<file path="src/rtl/core/assert_macros.svh">
// assertion macros shared by the rtl of the quad vertex expander
// no dependencies; synthesis builds see empty bodies
`ifndef ASSERT_MACROS_SVH
`define ASSERT_MACROS_SVH

`ifndef SYNTHESIS
// property must hold at every clock edge outside reset
`define AQVE_ASSERT(lbl, clk, rst_n, prop, msg) \
	lbl: assert property (@(posedge clk) disable iff (!rst_n) prop) else $error(msg);
// expression must never be true outside reset
`define AQVE_NEVER(lbl, clk, rst_n, expr, msg) \
	lbl: assert property (@(posedge clk) disable iff (!rst_n) !(expr)) else $error(msg);
`else
`define AQVE_ASSERT(lbl, clk, rst_n, prop, msg)
`define AQVE_NEVER(lbl, clk, rst_n, expr, msg)
`endif

`endif

</file>
<file path="src/rtl/core/aqve_pkg.sv">
// shared types, constants and helpers of the quad vertex expander
// no dependencies
`default_nettype none

package aqve_pkg;

	localparam int COORD_W      = 32;
	localparam int SCALE_W      = 24;
	localparam int SCALE_FRAC   = 16;
	localparam int ANCHOR_W     = 16;
	localparam int ANCHOR_ONE   = 16384;
	localparam int ANCHOR_SHIFT = 15;
	localparam int UV_W         = 17;
	localparam int UV_ONE       = 65536;

	// scaled coordinate, anchored offset and corner sum widths
	localparam int EXT_W  = 41;
	localparam int AM_W   = 17;
	localparam int PROD_W = 58;
	localparam int OFF_W  = 43;
	localparam int SUM_W  = 45;

	localparam int VERTS  = 6;
	localparam int VIDX_W = 3;
	// bit j set: vertex j takes the high corner
	localparam logic [VERTS-1:0] HI_X_MASK = 6'b101100;
	localparam logic [VERTS-1:0] HI_Y_MASK = 6'b110010;

	localparam int CFG_IDX_W  = 3;
	localparam int CFG_DATA_W = 24;
	localparam logic [CFG_IDX_W-1:0] CFG_PIXEL_SPACE  = 3'd0;
	localparam logic [CFG_IDX_W-1:0] CFG_SCALE_X      = 3'd1;
	localparam logic [CFG_IDX_W-1:0] CFG_SCALE_Y      = 3'd2;
	localparam logic [CFG_IDX_W-1:0] CFG_USE_ANCHOR   = 3'd3;
	localparam logic [CFG_IDX_W-1:0] CFG_USE_TEX_RECT = 3'd4;

	localparam int QUEUE_DEPTH_DEF = 4;

	typedef logic signed [COORD_W-1:0] coord_t;
	typedef logic [UV_W-1:0] uv_t;

	typedef struct packed {
		coord_t                      pos_x;
		coord_t                      pos_y;
		coord_t                      pos_z;
		coord_t                      width;
		coord_t                      height;
		logic signed [ANCHOR_W-1:0]  anchor_x;
		logic signed [ANCHOR_W-1:0]  anchor_y;
		uv_t                         tex_u0;
		uv_t                         tex_v0;
		uv_t                         tex_u1;
		uv_t                         tex_v1;
		logic                        last_item;
	} rect_in_t;

	typedef struct packed {
		coord_t vert_x;
		coord_t vert_y;
		coord_t vert_z;
		uv_t    tex_u;
		uv_t    tex_v;
		logic   last_of_quad;
		logic   last_of_batch;
	} vert_out_t;

	// one rectangle ready for expansion
	typedef struct packed {
		coord_t x0;
		coord_t x1;
		coord_t y0;
		coord_t y1;
		coord_t z;
		uv_t    u0;
		uv_t    u1;
		uv_t    v0;
		uv_t    v1;
		logic   last;
	} rect_rec_t;

	function automatic coord_t sat_coord(input logic signed [SUM_W-1:0] v);
		logic [SUM_W-COORD_W:0] hi_bits;
		hi_bits = v[SUM_W-1:COORD_W-1];
		if (hi_bits == '0 || hi_bits == '1) begin
			return v[COORD_W-1:0];
		end else if (v[SUM_W-1]) begin
			return {1'b1, {(COORD_W-1){1'b0}}};
		end else begin
			return {1'b0, {(COORD_W-1){1'b1}}};
		end
	endfunction

endpackage

`default_nettype wire

</file>
<file path="src/rtl/core/aqve_queue.sv">
// short rectangle queue between front end and vertex emitter
// depends on aqve_pkg
`default_nettype none

module aqve_queue import aqve_pkg::*; #(
	parameter int DEPTH = QUEUE_DEPTH_DEF,
	parameter int CW    = $clog2(DEPTH + 1)
) (
	input  logic          clk,
	input  logic          arst_n,
	input  logic          push_valid,
	output logic          push_ready,
	input  rect_rec_t     push_data,
	output logic          head_valid,
	output rect_rec_t     head_data,
	input  logic          pop,
	output logic [CW-1:0] count
);

	localparam int PW = (DEPTH > 1) ? $clog2(DEPTH) : 1;

	rect_rec_t         entries_q [DEPTH];
	logic [PW-1:0]     wr_ptr_q, rd_ptr_q;
	logic [CW-1:0]     count_q;
	logic              push;

	assign push_ready = count_q != CW'(DEPTH);
	assign head_valid = count_q != '0;
	assign head_data  = entries_q[rd_ptr_q];
	assign count      = count_q;
	assign push       = push_valid && push_ready;

	always_ff @(posedge clk or negedge arst_n) begin
		if (!arst_n) begin
			wr_ptr_q <= '0;
			rd_ptr_q <= '0;
			count_q  <= '0;
		end else begin
			if (push) begin
				wr_ptr_q <= (wr_ptr_q == PW'(DEPTH - 1)) ? '0 : wr_ptr_q + PW'(1);
			end
			if (pop) begin
				rd_ptr_q <= (rd_ptr_q == PW'(DEPTH - 1)) ? '0 : rd_ptr_q + PW'(1);
			end
			if (push && !pop) begin
				count_q <= count_q + CW'(1);
			end else if (pop && !push) begin
				count_q <= count_q - CW'(1);
			end
		end
	end

	always_ff @(posedge clk) begin
		if (push) begin
			entries_q[wr_ptr_q] <= push_data;
		end
	end

endmodule

`default_nettype wire

</file>
<file path="config.mk">
export PLATFORM = sky130hd
export DESIGN_NAME = aqve_queue
export DESIGN_NICKNAME = d
export VERILOG_FILES = /design/src/rtl/core/assert_macros.svh /design/src/rtl/core/aqve_pkg.sv /design/src/rtl/core/aqve_queue.sv
export SDC_FILE = /design/constraint.sdc
export NUM_CORES = 1
export LEC_CHECK = 0
export BUFFER_PORTS_ARGS = -buffer_cell sky130_fd_sc_hd__buf_2
export CAP_MARGIN = 20
export CORE_AREA = 2 2 276 278
export CTS_BUF_LIST = sky130_fd_sc_hd__clkbuf_2
export DETAILED_ROUTE_END_ITERATION = 6
export DIE_AREA = 0 0 278 280
export MAX_ROUTING_LAYER = met4
export SLEW_MARGIN = 30
export SYNTH_ARGS = -nofsm -noshare
export SYNTH_HDL_FRONTEND = slang
export SYNTH_SLANG_ARGS = --single-unit
</file>
<file path="constraint.sdc">
create_clock -name clk -period 12.1 [get_ports clk]
set_clock_uncertainty 0.1 [all_clocks]
set_input_delay 2.42 -clock clk [delete_from_list [all_inputs] [get_ports clk]]
set_output_delay 2.42 -clock clk [all_outputs]
set_load 0.01 [all_outputs]
</file>
==> results.sh <==
export IMPL_cts_buffer_depth=3
export IMPL_syn_area_um2=33500
export IMPL_wl_met1_um=26880
export IMPL_setup_worst_path_start_class="flop"
export IMPL_wl_met2_um=33440
export IMPL_seq_power_share_pct=48.0
export IMPL_slew_viol_final=0
export IMPL_dieArea_um2=77840
export IMPL_die_h_um=280
export IMPL_postCtsResizedCells=0
export IMPL_cts_hold_buf=0
export IMPL_setup_viol=0
export IMPL_slowest_delay_ns=0.98
export IMPL_num_fill_cells=6027
export IMPL_maxCapViolCount=0
export IMPL_io_pins=467
export IMPL_power_frac_comb_pct=30.4
export IMPL_ant_nets=0
export IMPL_viasPerCell=5.062
export IMPL_synthTopCellsByArea="edfxtp_1, mux4_2, buf_6"
export IMPL_cp_required_ns=9.58
export IMPL_top_layer_used="met4"
export IMPL_cp_data_arrival_time_ns=4.71
export IMPL_synth_cell_types=19
export IMPL_finalInstanceArea_um2=39070
export IMPL_die_x_um=278
export IMPL_first_pass_iters=5
export IMPL_clockRootBuffer="clkbuf_2"
export IMPL_num_rows=101
export IMPL_syn_nets=1473
export IMPL_crit_top_cell="buf_12"
export IMPL_p_total_mw=9.177
export IMPL_fmax_mhz=138.4
export IMPL_period_needed_ns=7.228
export IMPL_slew_headroom_pct=26.27
export IMPL_worstSetupPathType="reg -> out"
export IMPL_initial_utilization_pct=44.55
export IMPL_path_max_fanout=97
export IMPL_antenna_found_initial=23
export IMPL_clk_pin_slew_ns=0.11
export IMPL_holdCritPathClass="reg -> reg"
export IMPL_grt_pass1_vias=16870
export IMPL_post_cts_buffers=0
export IMPL_grt_max_degree=144
export IMPL_synth_seq_cells=923
export IMPL_placed_cell_area_um2=36910
export IMPL_p_leak_nw=13.56
export IMPL_coreArea_um2=75190
export IMPL_vias=15560
export IMPL_cts_tree="built"
export IMPL_multi_input_area_um2=5426
export IMPL_port_buffers=466
export IMPL_track_usage_pct=17.98
export IMPL_clock_latency_ns=1.36
export IMPL_htreeDepth=4
export IMPL_ys_seq_area_share_pct=82.64
export IMPL_drt_iter0_drc=1076
export IMPL_hpwlAfterDp_um=39170
export IMPL_fin_setup_tns_ns=0
export IMPL_drc=0
export IMPL_syn_to_final_growth_pct=16.63
export IMPL_clock_sinks=923
export IMPL_finalCritPeriodShare_pct=59.73
export IMPL_routabilityCongestion=0.7283
export IMPL_rsz0062_at_grt="false"
export IMPL_avgSynthCellArea_um2=27.17
export IMPL_yosysTopAreaCell="edfxtp_1"
export IMPL_drive_above_1_share_pct=51.62
export IMPL_clkPwrFrac_pct=21.5
export IMPL_ir_drop_v=0.0001838
export IMPL_swShare_pct=32.17
export IMPL_final_seq_area_um2=27690
export IMPL_worst_path_max_delay_cell="dfrtp_4"
export IMPL_end_kind="primary output"
export IMPL_netlist_instances=1233
export IMPL_wirelength_um=67440
export IMPL_overflow=0
export IMPL_cp_cell_sequence="buf_12, buf_12, mux4_2, buf_2"
export IMPL_fin_nets=2126
export IMPL_synth_top_area_share_pct=82.12
export IMPL_wire_per_inst_um=21.94
export IMPL_p_sw_mw=2.953
export IMPL_grt_pass1_wl_um=100900
export IMPL_power_internal_mw=6.224
export IMPL_wl_met3_um=5999
export IMPL_status="finished clean"
export IMPL_cts_buffers=220
export IMPL_worst_pin_slew_ns=1.106
export IMPL_p_per_area_nw_per_um2=234.9
export IMPL_hold_viol=0
export IMPL_yosysWarnings=0
-- kinds of logic (layout without fill, tap and decap cells) --
| kind of cell | after synthesis | count (layout) | share of synthesized area [%] |
|---|---|---|---|
| flip-flops | 923 | 923 | 82.64 |
| adder cells (fa/ha/maj) | 7 | 7 | 0.2839 |
| XOR/XNOR | 3 | 3 | 0.07846 |
| multiplexers | 234 | 234 | 15.59 |
| buffers and inverters | 56 | 894 | 1.203 |
| other | 0 | 25 | 0 |
| AND/OR/NAND/NOR | 10 | 10 | 0.2055 |
-- registers in the layout, indices dropped and copies added, names as in the netlist --
signal,cells
rd_ptr_q,2
count,3
entries_q,916
wr_ptr_q,2
-- metrics by stage --
step | hold slack, ns | setup WS [ns] | utilization, % | std cells
2_1_floorplan | 0.4262 | 6.342 | - | 1233
3_3_place_gp | 0.4077 | 6.079 | 49.03 | 2639
3_5_place_dp | 0.4452 | 6.075 | 49.09 | 2641
4_1_cts | 0.4694 | 4.466 | 51.83 | 3048
5_1_grt | 0.4755 | 4.258 | 51.95 | 3072
6_report | 0.4681 | 4.872 | 51.95 | 3074
-- Yosys cell counts --
cell	count
ha_1	6
inv_1	4
or3_2	1
clkbuf_1	5
and2_4	1
mux2_4	2
buf_4	1
and3_2	4
buf_2	25
nor2_1	3
dfrtp_1	7
buf_6	21
xor2_1	2
mux4_2	229
xnor2_1	1
mux2_2	3
fa_1	1
or3b_4	1
edfxtp_1	916
-- cell usage in the layout (no fill, tap or decap) --
| cell | instances |
|---|---|
| edfxtp_1 | 916 |
| buf_2 | 466 |
| clkbuf_2 | 322 |
| mux4_2 | 229 |
| clkinv_1 | 64 |
| diode_2 | 25 |
| buf_4 | 8 |
| buf_12 | 7 |
| ha_1 | 6 |
| inv_6 | 6 |
| clkinv_2 | 5 |
| dfrtp_1 | 5 |
| inv_1 | 4 |
| and3_4 | 4 |
| clkinv_8 | 4 |
| mux2_2 | 3 |
| nor2_1 | 3 |
| inv_2 | 3 |
| mux2_4 | 2 |
| xor2_1 | 2 |
| buf_16 | 2 |
| dfrtp_4 | 2 |
| or3b_4 | 1 |
| and2_4 | 1 |
| or3_2 | 1 |
| xnor2_1 | 1 |
| fa_1 | 1 |
| clkinv_4 | 1 |
| inv_12 | 1 |
| bufinv_16 | 1 |
-- layer usage --
metal	up-vias	track usage (%)
li1	6905	-
met1	8038	21.93
met2	517	27.06
met3	102	7.394
met4	0	6.694
met5	-	-
-- critical path, delay by kind of cell (launching register included) --
kind / cells / cell delay, ns
multiplexers: 1 / 0.64
flip-flops: 1 / 0.98
buffers and inverters: 3 / 1.51
-- worst paths after layout --
check	start	to	slack (ns)	cells past startpoint
worst min register to register	count[2]	count[2]	0.47	1
worst min-delay path	count[2]	count[2]	0.47	1
worst max register to register	count[2]	entries_q[2][30]	8.46	5
worst max-delay path	rd_ptr_q[0]	head_data[66]	4.87	4
max in group asynchronous	arst_n	wr_ptr_q[1]	10.85	1
min in group asynchronous	arst_n	wr_ptr_q[0]	0.79	1
-- power groups by stage --
stage | combinational, mW | clock, mW | sequential, mW
after CTS | 2.88 | 2.08 | 4.42
after global routing | 3.00 | 2.24 | 4.47
after global placement | 2.87 | 0 | 4.47
after floorplan | 1.87 | 0 | 4.44
after detailed placement | 2.87 | 0 | 4.50
final | 2.79 | 1.98 | 4.41
-- layout make-up --
class	count	share of cell area [%]
tap	978	3.132
clock buffer	322	4.125
inverter	4	0.03843
timing repair buffer	483	6.624
clock inverter	85	1.150
multi-input combinational	254	13.89
antenna	25	0.1601
sequential	923	70.88
Note: power is estimated with default switching activity, not from simulation.
