## src/rtl/core/assert_macros.svh

```systemverilog
// assertion macros shared by the rtl of the quad vertex expander
// no dependencies; synthesis builds see empty bodies
`ifndef ASSERT_MACROS_SVH
`define ASSERT_MACROS_SVH

`ifndef SYNTHESIS
// property must hold at every clock edge outside reset
`define AQVE_ASSERT(lbl, clk, rst_n, prop, msg) \
	lbl: assert property (@(posedge clk) disable iff (!rst_n) prop) else $error(msg);
// expression must never be true outside reset
`define AQVE_NEVER(lbl, clk, rst_n, expr, msg) \
	lbl: assert property (@(posedge clk) disable iff (!rst_n) !(expr)) else $error(msg);
`else
`define AQVE_ASSERT(lbl, clk, rst_n, prop, msg)
`define AQVE_NEVER(lbl, clk, rst_n, expr, msg)
`endif

`endif

```

## src/rtl/core/aqve_pkg.sv

```systemverilog
// shared types, constants and helpers of the quad vertex expander
// no dependencies
`default_nettype none

package aqve_pkg;

	localparam int COORD_W      = 32;
	localparam int SCALE_W      = 24;
	localparam int SCALE_FRAC   = 16;
	localparam int ANCHOR_W     = 16;
	localparam int ANCHOR_ONE   = 16384;
	localparam int ANCHOR_SHIFT = 15;
	localparam int UV_W         = 17;
	localparam int UV_ONE       = 65536;

	// scaled coordinate, anchored offset and corner sum widths
	localparam int EXT_W  = 41;
	localparam int AM_W   = 17;
	localparam int PROD_W = 58;
	localparam int OFF_W  = 43;
	localparam int SUM_W  = 45;

	localparam int VERTS  = 6;
	localparam int VIDX_W = 3;
	// bit j set: vertex j takes the high corner
	localparam logic [VERTS-1:0] HI_X_MASK = 6'b101100;
	localparam logic [VERTS-1:0] HI_Y_MASK = 6'b110010;

	localparam int CFG_IDX_W  = 3;
	localparam int CFG_DATA_W = 24;
	localparam logic [CFG_IDX_W-1:0] CFG_PIXEL_SPACE  = 3'd0;
	localparam logic [CFG_IDX_W-1:0] CFG_SCALE_X      = 3'd1;
	localparam logic [CFG_IDX_W-1:0] CFG_SCALE_Y      = 3'd2;
	localparam logic [CFG_IDX_W-1:0] CFG_USE_ANCHOR   = 3'd3;
	localparam logic [CFG_IDX_W-1:0] CFG_USE_TEX_RECT = 3'd4;

	localparam int QUEUE_DEPTH_DEF = 4;

	typedef logic signed [COORD_W-1:0] coord_t;
	typedef logic [UV_W-1:0] uv_t;

	typedef struct packed {
		coord_t                      pos_x;
		coord_t                      pos_y;
		coord_t                      pos_z;
		coord_t                      width;
		coord_t                      height;
		logic signed [ANCHOR_W-1:0]  anchor_x;
		logic signed [ANCHOR_W-1:0]  anchor_y;
		uv_t                         tex_u0;
		uv_t                         tex_v0;
		uv_t                         tex_u1;
		uv_t                         tex_v1;
		logic                        last_item;
	} rect_in_t;

	typedef struct packed {
		coord_t vert_x;
		coord_t vert_y;
		coord_t vert_z;
		uv_t    tex_u;
		uv_t    tex_v;
		logic   last_of_quad;
		logic   last_of_batch;
	} vert_out_t;

	// one rectangle ready for expansion
	typedef struct packed {
		coord_t x0;
		coord_t x1;
		coord_t y0;
		coord_t y1;
		coord_t z;
		uv_t    u0;
		uv_t    u1;
		uv_t    v0;
		uv_t    v1;
		logic   last;
	} rect_rec_t;

	function automatic coord_t sat_coord(input logic signed [SUM_W-1:0] v);
		logic [SUM_W-COORD_W:0] hi_bits;
		hi_bits = v[SUM_W-1:COORD_W-1];
		if (hi_bits == '0 || hi_bits == '1) begin
			return v[COORD_W-1:0];
		end else if (v[SUM_W-1]) begin
			return {1'b1, {(COORD_W-1){1'b0}}};
		end else begin
			return {1'b0, {(COORD_W-1){1'b1}}};
		end
	endfunction

endpackage

`default_nettype wire

```

## src/rtl/core/aqve_stream_if.sv

```systemverilog
// valid/ready stream channel used for rectangles and vertices
// payload type is given by the instantiating level
`default_nettype none

interface aqve_stream_if #(
	parameter type payload_t = logic
) ();
	logic     valid;
	logic     ready;
	payload_t data;

	modport source (output valid, output data, input ready);
	modport sink   (input valid, input data, output ready);
endinterface

`default_nettype wire

```

## src/rtl/core/aqve_emit.sv

```systemverilog
// back end: walks the head rectangle through its six vertices into an output register
// depends on aqve_pkg and aqve_stream_if
`default_nettype none

module aqve_emit import aqve_pkg::*; (
	input  logic         clk,
	input  logic         arst_n,
	input  logic         head_valid,
	input  rect_rec_t    head,
	output logic         pop,
	aqve_stream_if.source vert
);

	logic              out_valid_q;
	vert_out_t         out_q;
	logic [VIDX_W-1:0] vidx_q;
	logic              load;
	logic              last_vert;
	vert_out_t         nxt;

	assign load       = !out_valid_q || vert.ready;
	assign last_vert  = vidx_q == VIDX_W'(VERTS - 1);
	assign pop        = load && head_valid && last_vert;
	assign vert.valid = out_valid_q;
	assign vert.data  = out_q;

	always_comb begin
		nxt.vert_x        = HI_X_MASK[vidx_q] ? head.x1 : head.x0;
		nxt.vert_y        = HI_Y_MASK[vidx_q] ? head.y1 : head.y0;
		nxt.vert_z        = head.z;
		nxt.tex_u         = HI_X_MASK[vidx_q] ? head.u1 : head.u0;
		nxt.tex_v         = HI_Y_MASK[vidx_q] ? head.v1 : head.v0;
		nxt.last_of_quad  = last_vert;
		nxt.last_of_batch = last_vert && head.last;
	end

	always_ff @(posedge clk or negedge arst_n) begin
		if (!arst_n) begin
			out_valid_q <= 1'b0;
			vidx_q      <= '0;
		end else if (load) begin
			out_valid_q <= head_valid;
			if (head_valid) begin
				vidx_q <= last_vert ? '0 : vidx_q + VIDX_W'(1);
			end
		end
	end

	always_ff @(posedge clk) begin
		if (load && head_valid) begin
			out_q <= nxt;
		end
	end

endmodule

`default_nettype wire

```

## src/flat_wrapper.sv

```systemverilog
// flat-port wrapper written by rule: the top's interface ports become plain ports
module aqve_emit_flat import aqve_pkg::*;
  (clk, arst_n, head_valid, head, pop, vert_valid, vert_data, vert_ready);
  aqve_stream_if vert_i ();
  input  logic clk;
  input  logic arst_n;
  input  logic head_valid;
  input  rect_rec_t head;
  output logic pop;
  output wire logic [$bits(vert_i.valid)-1:0] vert_valid;
  output wire logic [$bits(vert_i.data)-1:0] vert_data;
  input wire logic [$bits(vert_i.ready)-1:0] vert_ready;
  assign vert_valid = vert_i.valid;
  assign vert_data = vert_i.data;
  assign vert_i.ready = vert_ready;
  aqve_emit u_core (.clk(clk), .arst_n(arst_n), .head_valid(head_valid), .head(head), .pop(pop), .vert(vert_i));
endmodule
```

## config.mk

```make
export PLATFORM = sky130hd
export DESIGN_NAME = aqve_emit_flat
export DESIGN_NICKNAME = d
export VERILOG_FILES = /design/src/rtl/core/assert_macros.svh /design/src/rtl/core/aqve_pkg.sv /design/src/rtl/core/aqve_stream_if.sv /design/src/rtl/core/aqve_emit.sv /design/src/flat_wrapper.sv
export SDC_FILE = /design/constraint.sdc
export NUM_CORES = 1
export LEC_CHECK = 0
export ABC_AREA = 1
export BUFFER_PORTS_ARGS = -buffer_cell sky130_fd_sc_hd__buf_2
export CAP_MARGIN = 20
export CORE_AREA = 2 2 92 94
export CTS_BUF_LIST = sky130_fd_sc_hd__clkbuf_4 sky130_fd_sc_hd__clkbuf_8
export DETAILED_ROUTE_END_ITERATION = 6
export DIE_AREA = 0 0 94 96
export MAX_ROUTING_LAYER = met4
export PLACE_DENSITY = 0.47
export SYNTH_ARGS = -nofsm -noshare
export SYNTH_HDL_FRONTEND = slang
export SYNTH_SLANG_ARGS = --single-unit
```

## constraint.sdc

```tcl
create_clock -name clk -period 1.2 [get_ports clk]
set_input_delay 0.24 -clock clk [delete_from_list [all_inputs] [get_ports clk]]
set_output_delay 0.24 -clock clk [all_outputs]
set_load 0.03 [all_outputs]
```

==> metrics.md, run 1 <==
| Metric | Value |
|---|---|
| Status | finished, violations left |
| Failing checks | negative setup slack |
| Initial core utilization | approximately 3.0% |
| Seq/Total Area, Yosys | 54.5% |
| Share of cells above drive strength 1 | a little under half |
| Leakage | 0.210 nW |
| First-pass GRT wire length | 1190 um |
| RD Place Congestion | ~0.73 |
| Core box area | 8050 um^2 |
| Period utilization | 106% |
| Yosys top cell area share | 41.9% |
| CP Launch Type | flip-flop |
| Placed insts | 142 |
| Distinct cells, synth | 12 |
| Vias per cell | 1.48 |
| Clk sinks | 5 |
| Arrival @ worst endpoint | 1.03 ns |
| Worst-path fanout max | 2 |
| Sequential share of power | between 30% and 40% |
| Setup TNS | -0.0707 ns |
| Largest net degree at the start of global routing | 6 |
| Worst EP required | around 0.96 ns |
| Net Sw Power | 0.304 mW |
| CTS tree | done |
| Worst r2r src | u_core.vert.valid |
| Pint | 0.609 mW |
| Fill count | 956 |
| Min-delay worst type | in2reg |
| Setup Viol. Count Final | 1 |
| Clock power share | 37.2% |
| Drt first-iter violations | 1 |
| Cells after synthesis | 29 |
| CTS root buf | clkbuf_8 |
| Drt first pass iters | 2 |
| Finished Cell Area | approximately 520 um^2 |
| Vias in the first global route | 244 |
| Worst Setup SP | u_core.vert.valid |
| Hold Path Origin | head_valid |
| Yosys Warn Count | 0 |
| Site Rows | 33 |
| H-tree levels | 1 |
| CP Capture Type | output pin |
| Top post-synthesis cells by area | dfrtp_1, nand2_1, edfxtp_1, inv_1, nand2_2 |
| Gr usage total | 1.96% |
| Peak VDD IR | approximately 0.00047 V |
| Post-Syn Nets | 262 |
| Die Height | 96 um |
| Clock Latency Late Sink | 0.22 ns |
| Via count | 221 |
| Clk buf depth | 2 |
| Fin. Hold Viols | 0 |
| Cell area power density | 1760 nW/um^2 |
| Post-DRT Antenna Nets | 0 |
| # diodes | 0 |
| Fmax achieved | 0.787 GHz |
| Slew Limit Headroom | between 80 and 90% |
| Chip width | 94 um |
| Drt total wl | 661 um |
| Worst-Margin Slew | 0.199 ns |
| Largest area contributor in the netlist | dfrtp_1 |
| Wire per inst | 4.44 um |
| RSZ-0062 raised after global routing | yes |
| Post-Syn Area | between 200 and 250 um^2 |
| Sw frac | 33.3% |
| Max Cap Viol | 0 |
| Max Slew Vio Count | 0 |
| Register bit total from synthesis | 5 |
| Placed instance area | 430 um^2 |
| DRC violations left | 0 |
| Die ar. | 9020 um^2 |
| Non-Filler Instances | 149 |
| Clock slew seen by the registers of the worst setup and hold paths | 0.04 ns |
| Worst setup slack after layout | -0.0707 ns |
| Port Buf Inserts | 7 |
| Area growth syn-to-layout | 117% |
| Critical path type | reg2out |
| TritonCTS Buffers | 3 |
| Logic pwr share | 31.3% |
| Dpl hpwl | 518 um |
| Overflow after GRT | 0 |
| Fin crit period | 1.27 ns |
| Initial antenna violation count | 0 |
| Io pins | about 240 |
| Layout Skew | 0.00138 ns |
| Nets | 278 |
| Syn avg cell area | 8.24 um^2 |
[Yosys cell counts]
master,n
clkinv_1,1
inv_2,1
nor2_1,2
inv_1,4
edfxtp_1,1
nand3_1,2
nand2_2,2
nand2_1,9
xor2_1,1
nor3_1,1
dfrtp_1,4
a21oi_2,1
[per-layer routing]
metal | vias to the layer above | wire length [um] | track usage [%]
met2 | 6 | 279 | 2.38
met1 | 96 | 354 | 2.45
li1 | 119 | - | -
met3 | 0 | 27 | 0.705
met4 | 0 | 0 | 1.81
met5 | - | 0 | -
[sequential cells by signal (all words and copies together), names as in the netlist]
register,cells
u_core.vert.data,1
u_core.vert.valid,1
u_core.vidx_q,3
[final cells by class]
type | instances | area (um^2) | area share, %
sequential | 5 | 131 | 25.4
tap | 105 | 131 | 25.4
multi-input combinational | 18 | 110 | 21.3
timing repair buffer | 11 | 73.8 | 14.3
clock buffer | 4 | 48.8 | 9.42
inverter | 6 | 22.5 | 4.35
[worst max-delay path, stage by stage (launching register included)]
cell	delay (ns)
dfrtp_2	0.41
nand2_4	0.08
nand2_4	0.05
nor3_4	0.11
buf_6	0.15
[layout by cell type, fill, tap and decap left out]
| master | count |
|---|---|
| inv_2 | 1 |
| nand2_1 | 8 |
| nand2_4 | 2 |
| clkbuf_4 | 1 |
| dlygate4sd3_1 | 1 |
| xor2_1 | 1 |
| nand2_2 | 1 |
| dfrtp_1 | 3 |
| dfrtp_2 | 1 |
| buf_4 | 3 |
| clkbuf_8 | 3 |
| buf_6 | 1 |
| nor2_1 | 2 |
| nor3_4 | 1 |
| inv_1 | 4 |
| a21oi_2 | 1 |
| buf_2 | 6 |
| nand3_1 | 2 |
| clkinv_1 | 1 |
| edfxtp_1 | 1 |
[what timing repair did]
action                                 CTS  global route
setup endpoints to repair                1             1
hold buffers                             1             0
pin swaps                                2             0
resized for setup                        4             0
endpoints found under the hold margin    4             0
setup buffers                            2             0
[power groups by stage]
stage	clock [mW]	combinational (mW)	sequential, mW
global placement	0	0.232	0.293
floorplan	0	0.166	0.296
finish	0.339	0.285	0.288
global route	0.361	0.323	0.299
CTS	0.351	0.288	0.288
detailed placement	0	0.233	0.292
[stage by stage]
step	power [mW]	setup slack, ns	hold WS, ns	util, %
finish	0.912	-0.0707	0.323	6.43
global route	0.983	-0.131	0.328	6.43
CTS	0.927	-0.0810	0.319	6.43
detailed placement	0.524	0.0698	0.0539	5.35
global placement	0.525	0.0749	0.0582	5.35
floorplan	0.462	-0.0221	-0.0556	-
[cell families (layout without fill, tap and decap cells)]
group	after synthesis	count (layout)	synth area share, %
AND/OR/NAND/NOR	16	16	28.8
buffers and inverters	6	21	9.42
XOR/XNOR	1	1	3.67
flip-flops	5	5	54.5
AO/OA/AOI/OAI	1	1	3.67
[final timing paths]
| path | end | slack (ns) | depth (start not counted) |
|---|---|---|---|
| worst max register to register | u_core.vert.data | 0.16 | 4 |
| min in group asynchronous | u_core.vidx_q[0] | 0.37 | 2 |
| worst min register to register | u_core.vidx_q[2] | 0.58 | 2 |
| worst max-delay path | pop | -0.07 | 4 |
| max in group asynchronous | u_core.vert.valid | 0.69 | 2 |
| worst min-delay path | u_core.vidx_q[2] | 0.32 | 3 |
(Power assumes the default switching activity.)
==> run 2, diff against run 1 <==
clock period = 1.3 ns   (was 1.2 ns; I/O delays follow)
==> run 2 against run 1 <==
Against the previous run:
- the flow now finishes without violations
- sequential power down 8.7%
- clock skew up 0.0040 ns
- critical path depth unchanged
- register-to-register slack better by 0.10 ns
- clock-buffer cell count unchanged
- global-route usage down 0.17 points
- sequential share of layout area up 0.32 points
- critical path type unchanged
- largest power group unchanged
- highest routed layer unchanged
==> metrics.md, run 2 (synthesis results as in run 1) <==
| Metric | Value |
|---|---|
| RD Place Congestion | 0.760 |
| Pre-CTS setup slack | 0.135 ns |
| Number of flip-flops in the largest register | 3 |
| CP Capture Type | output pin |
| Leakage | roughly 0.20 nW |
| Clock slew seen by the registers of the worst setup and hold paths | 0.04 ns |
| Logic pwr share | 30.8% |
| Cell area power density | 1650 nW/um^2 |
| Peak VDD IR | 0.000865 V |
| Clk sinks | 5 |
| Max Cap Viol | 0 |
| Dpl hpwl | about 520 um |
| H-tree levels | 1 |
| Worst EP required | 1.04 ns |
| Min-delay worst type | in2reg |
| Placed instance area | 424 um^2 |
| CTS root buf | clkbuf_8 |
| Die ar. | 9020 um^2 |
| Via count | 217 |
| Worst-path fanout max | 3 |
| Worst-Margin Slew | about 0.20 ns |
| Most frequent cells in the layout | nand2_1, buf_2, inv_1, dfrtp_1 |
| Clock power share | 37.7% |
| CP Launch Type | flip-flop |
| Most common cell after layout, fill and taps aside | nand2_1 |
| Nets | 278 |
| Drt first pass iters | 4 |
| Chip width | ~94 um |
| RSZ-0062 raised after global routing | yes |
| Arrival @ worst endpoint | 1.04 ns |
| Finished Cell Area | 507 um^2 |
| Layout Skew | 0.00537 ns |
| Hold_ws | around 0.33 ns |
| # diodes | 0 |
| Sequential share of power | 31.5% |
| Drt first-iter violations | 14 |
| Share of cells above drive strength 1 | between 40% and 50% |
| Gr usage total | 1.79% |
| Net Sw Power | 0.277 mW |
| Worst setup slack after layout | 0.00494 ns |
| Critical path type | reg2out |
| First-pass GRT wire length | 1080 um |
| Tot Pwr | roughly 0.84 mW |
| Vias in the first global route | 213 |
| Fmax achieved | 0.772 GHz |
| Clk buf depth | 2 |
| Port Buf Inserts | 7 |
| Die Height | 96 um |
| Max Slew Vio Count | 0 |
| Fin crit period | ~1.3 ns |
| Post-DRT Antenna Nets | 0 |
| Pint | between 0.5 and 0.6 mW |
| Vias per cell | 1.46 |
| Initial core utilization | 2.97% |
| Overflow after GRT | 0 |
| Core box area | 8050 um^2 |
| Slew Limit Headroom | 86.8% |
| Fin. Hold Viols | 0 |
| Period utilization | 99.6% |
| Wire per inst | roughly 4.4 um |
| DRC violations left | 0 |
| Largest net degree at the start of global routing | 6 |
| Setup Viol. Count Final | 0 |
| Status | finished clean |
| TritonCTS Buffers | 3 |
| Drt total wl | between 600 and 700 um |
| Sw frac | 33.1% |
| Io pins | 236 |
| Initial antenna violation count | 0 |
| Clock Latency Late Sink | 0.22 ns |
| Area growth syn-to-layout | 112% |
| Fill count | around 960 |
| Site Rows | 33 |
| Top reg by flops | u_core.vidx_q |
| CTS tree | done |
run 2: final timing paths:
kind | depth (start not counted) | startpoint | slack (ns) | endpoint
min in group asynchronous | 2 | arst_n | 0.41 | u_core.vidx_q[2]
max in group asynchronous | 2 | arst_n | 0.77 | u_core.vidx_q[1]
worst min register to register | 2 | u_core.vidx_q[2] | 0.57 | u_core.vidx_q[2]
worst min-delay path | 3 | head_valid | 0.33 | u_core.vidx_q[2]
worst max register to register | 4 | u_core.vert.valid | 0.26 | u_core.vert.data
worst max-delay path | 4 | u_core.vert.valid | 0.005 | pop
run 2: metal layers:
layer  share of wire (%)  up-vias  wire length, um  global-route usage (%)
met5                   0        -                0                       -
met1                  60       93              392                    2.64
met3                 6.4        0               42                    1.17
li1                    -      115                -                       -
met4                   0        0                0                   0.725
met2                  33        9              219                    1.73
run 2: per-stage QoR:
| stage | instances | util [%] | TNS [ns] |
|---|---|---|---|
| finish | 149 | 6.29 | 0 |
| global route | 149 | 6.29 | -0.0607 |
| CTS | 148 | 6.20 | 0 |
| detailed placement | 142 | 5.27 | 0 |
| global placement | 142 | 5.27 | 0 |
| floorplan | 29 | - | 0 |
run 2: power groups by stage:
| stage | combinational, mW | sequential, mW | clock [mW] |
|---|---|---|---|
| 6_report | 0.258 | 0.263 | 0.315 |
| 5_1_grt | 0.291 | 0.276 | 0.336 |
| 4_1_cts | 0.257 | 0.266 | 0.321 |
| 3_5_place_dp | 0.212 | 0.272 | 0 |
| 3_3_place_gp | 0.213 | 0.271 | 0 |
| 2_1_floorplan | 0.154 | 0.272 | 0 |
run 2: cell type report:
| class | count | area, um^2 | area share (%) |
|---|---|---|---|
| Tap cell | 105 | 131 | 25.9 |
| Multi-Input combinational cell | 18 | 100 | 19.8 |
| Sequential cell | 5 | 130 | 25.7 |
| Timing Repair Buffer | 11 | 73.8 | 14.6 |
| Inverter | 6 | 22.5 | 4.44 |
| Clock buffer | 4 | 48.8 | 9.63 |
run 2: timing repair:
action                     in CTS  in global routing
pin swaps                       1                  1
hold endpoints to repair        4                  0
hold buffers                    1                  0
resized for setup               3                  0
setup endpoints to repair       1                  1
buffers inserted                1                  1
run 2: worst max-delay path, cell delays in order, from the launching register on:
cell	delay (ns)
dfrtp_1	0.38
nand2_2	0.10
nand2_2	0.07
nor3_4	0.12
buf_6	0.15
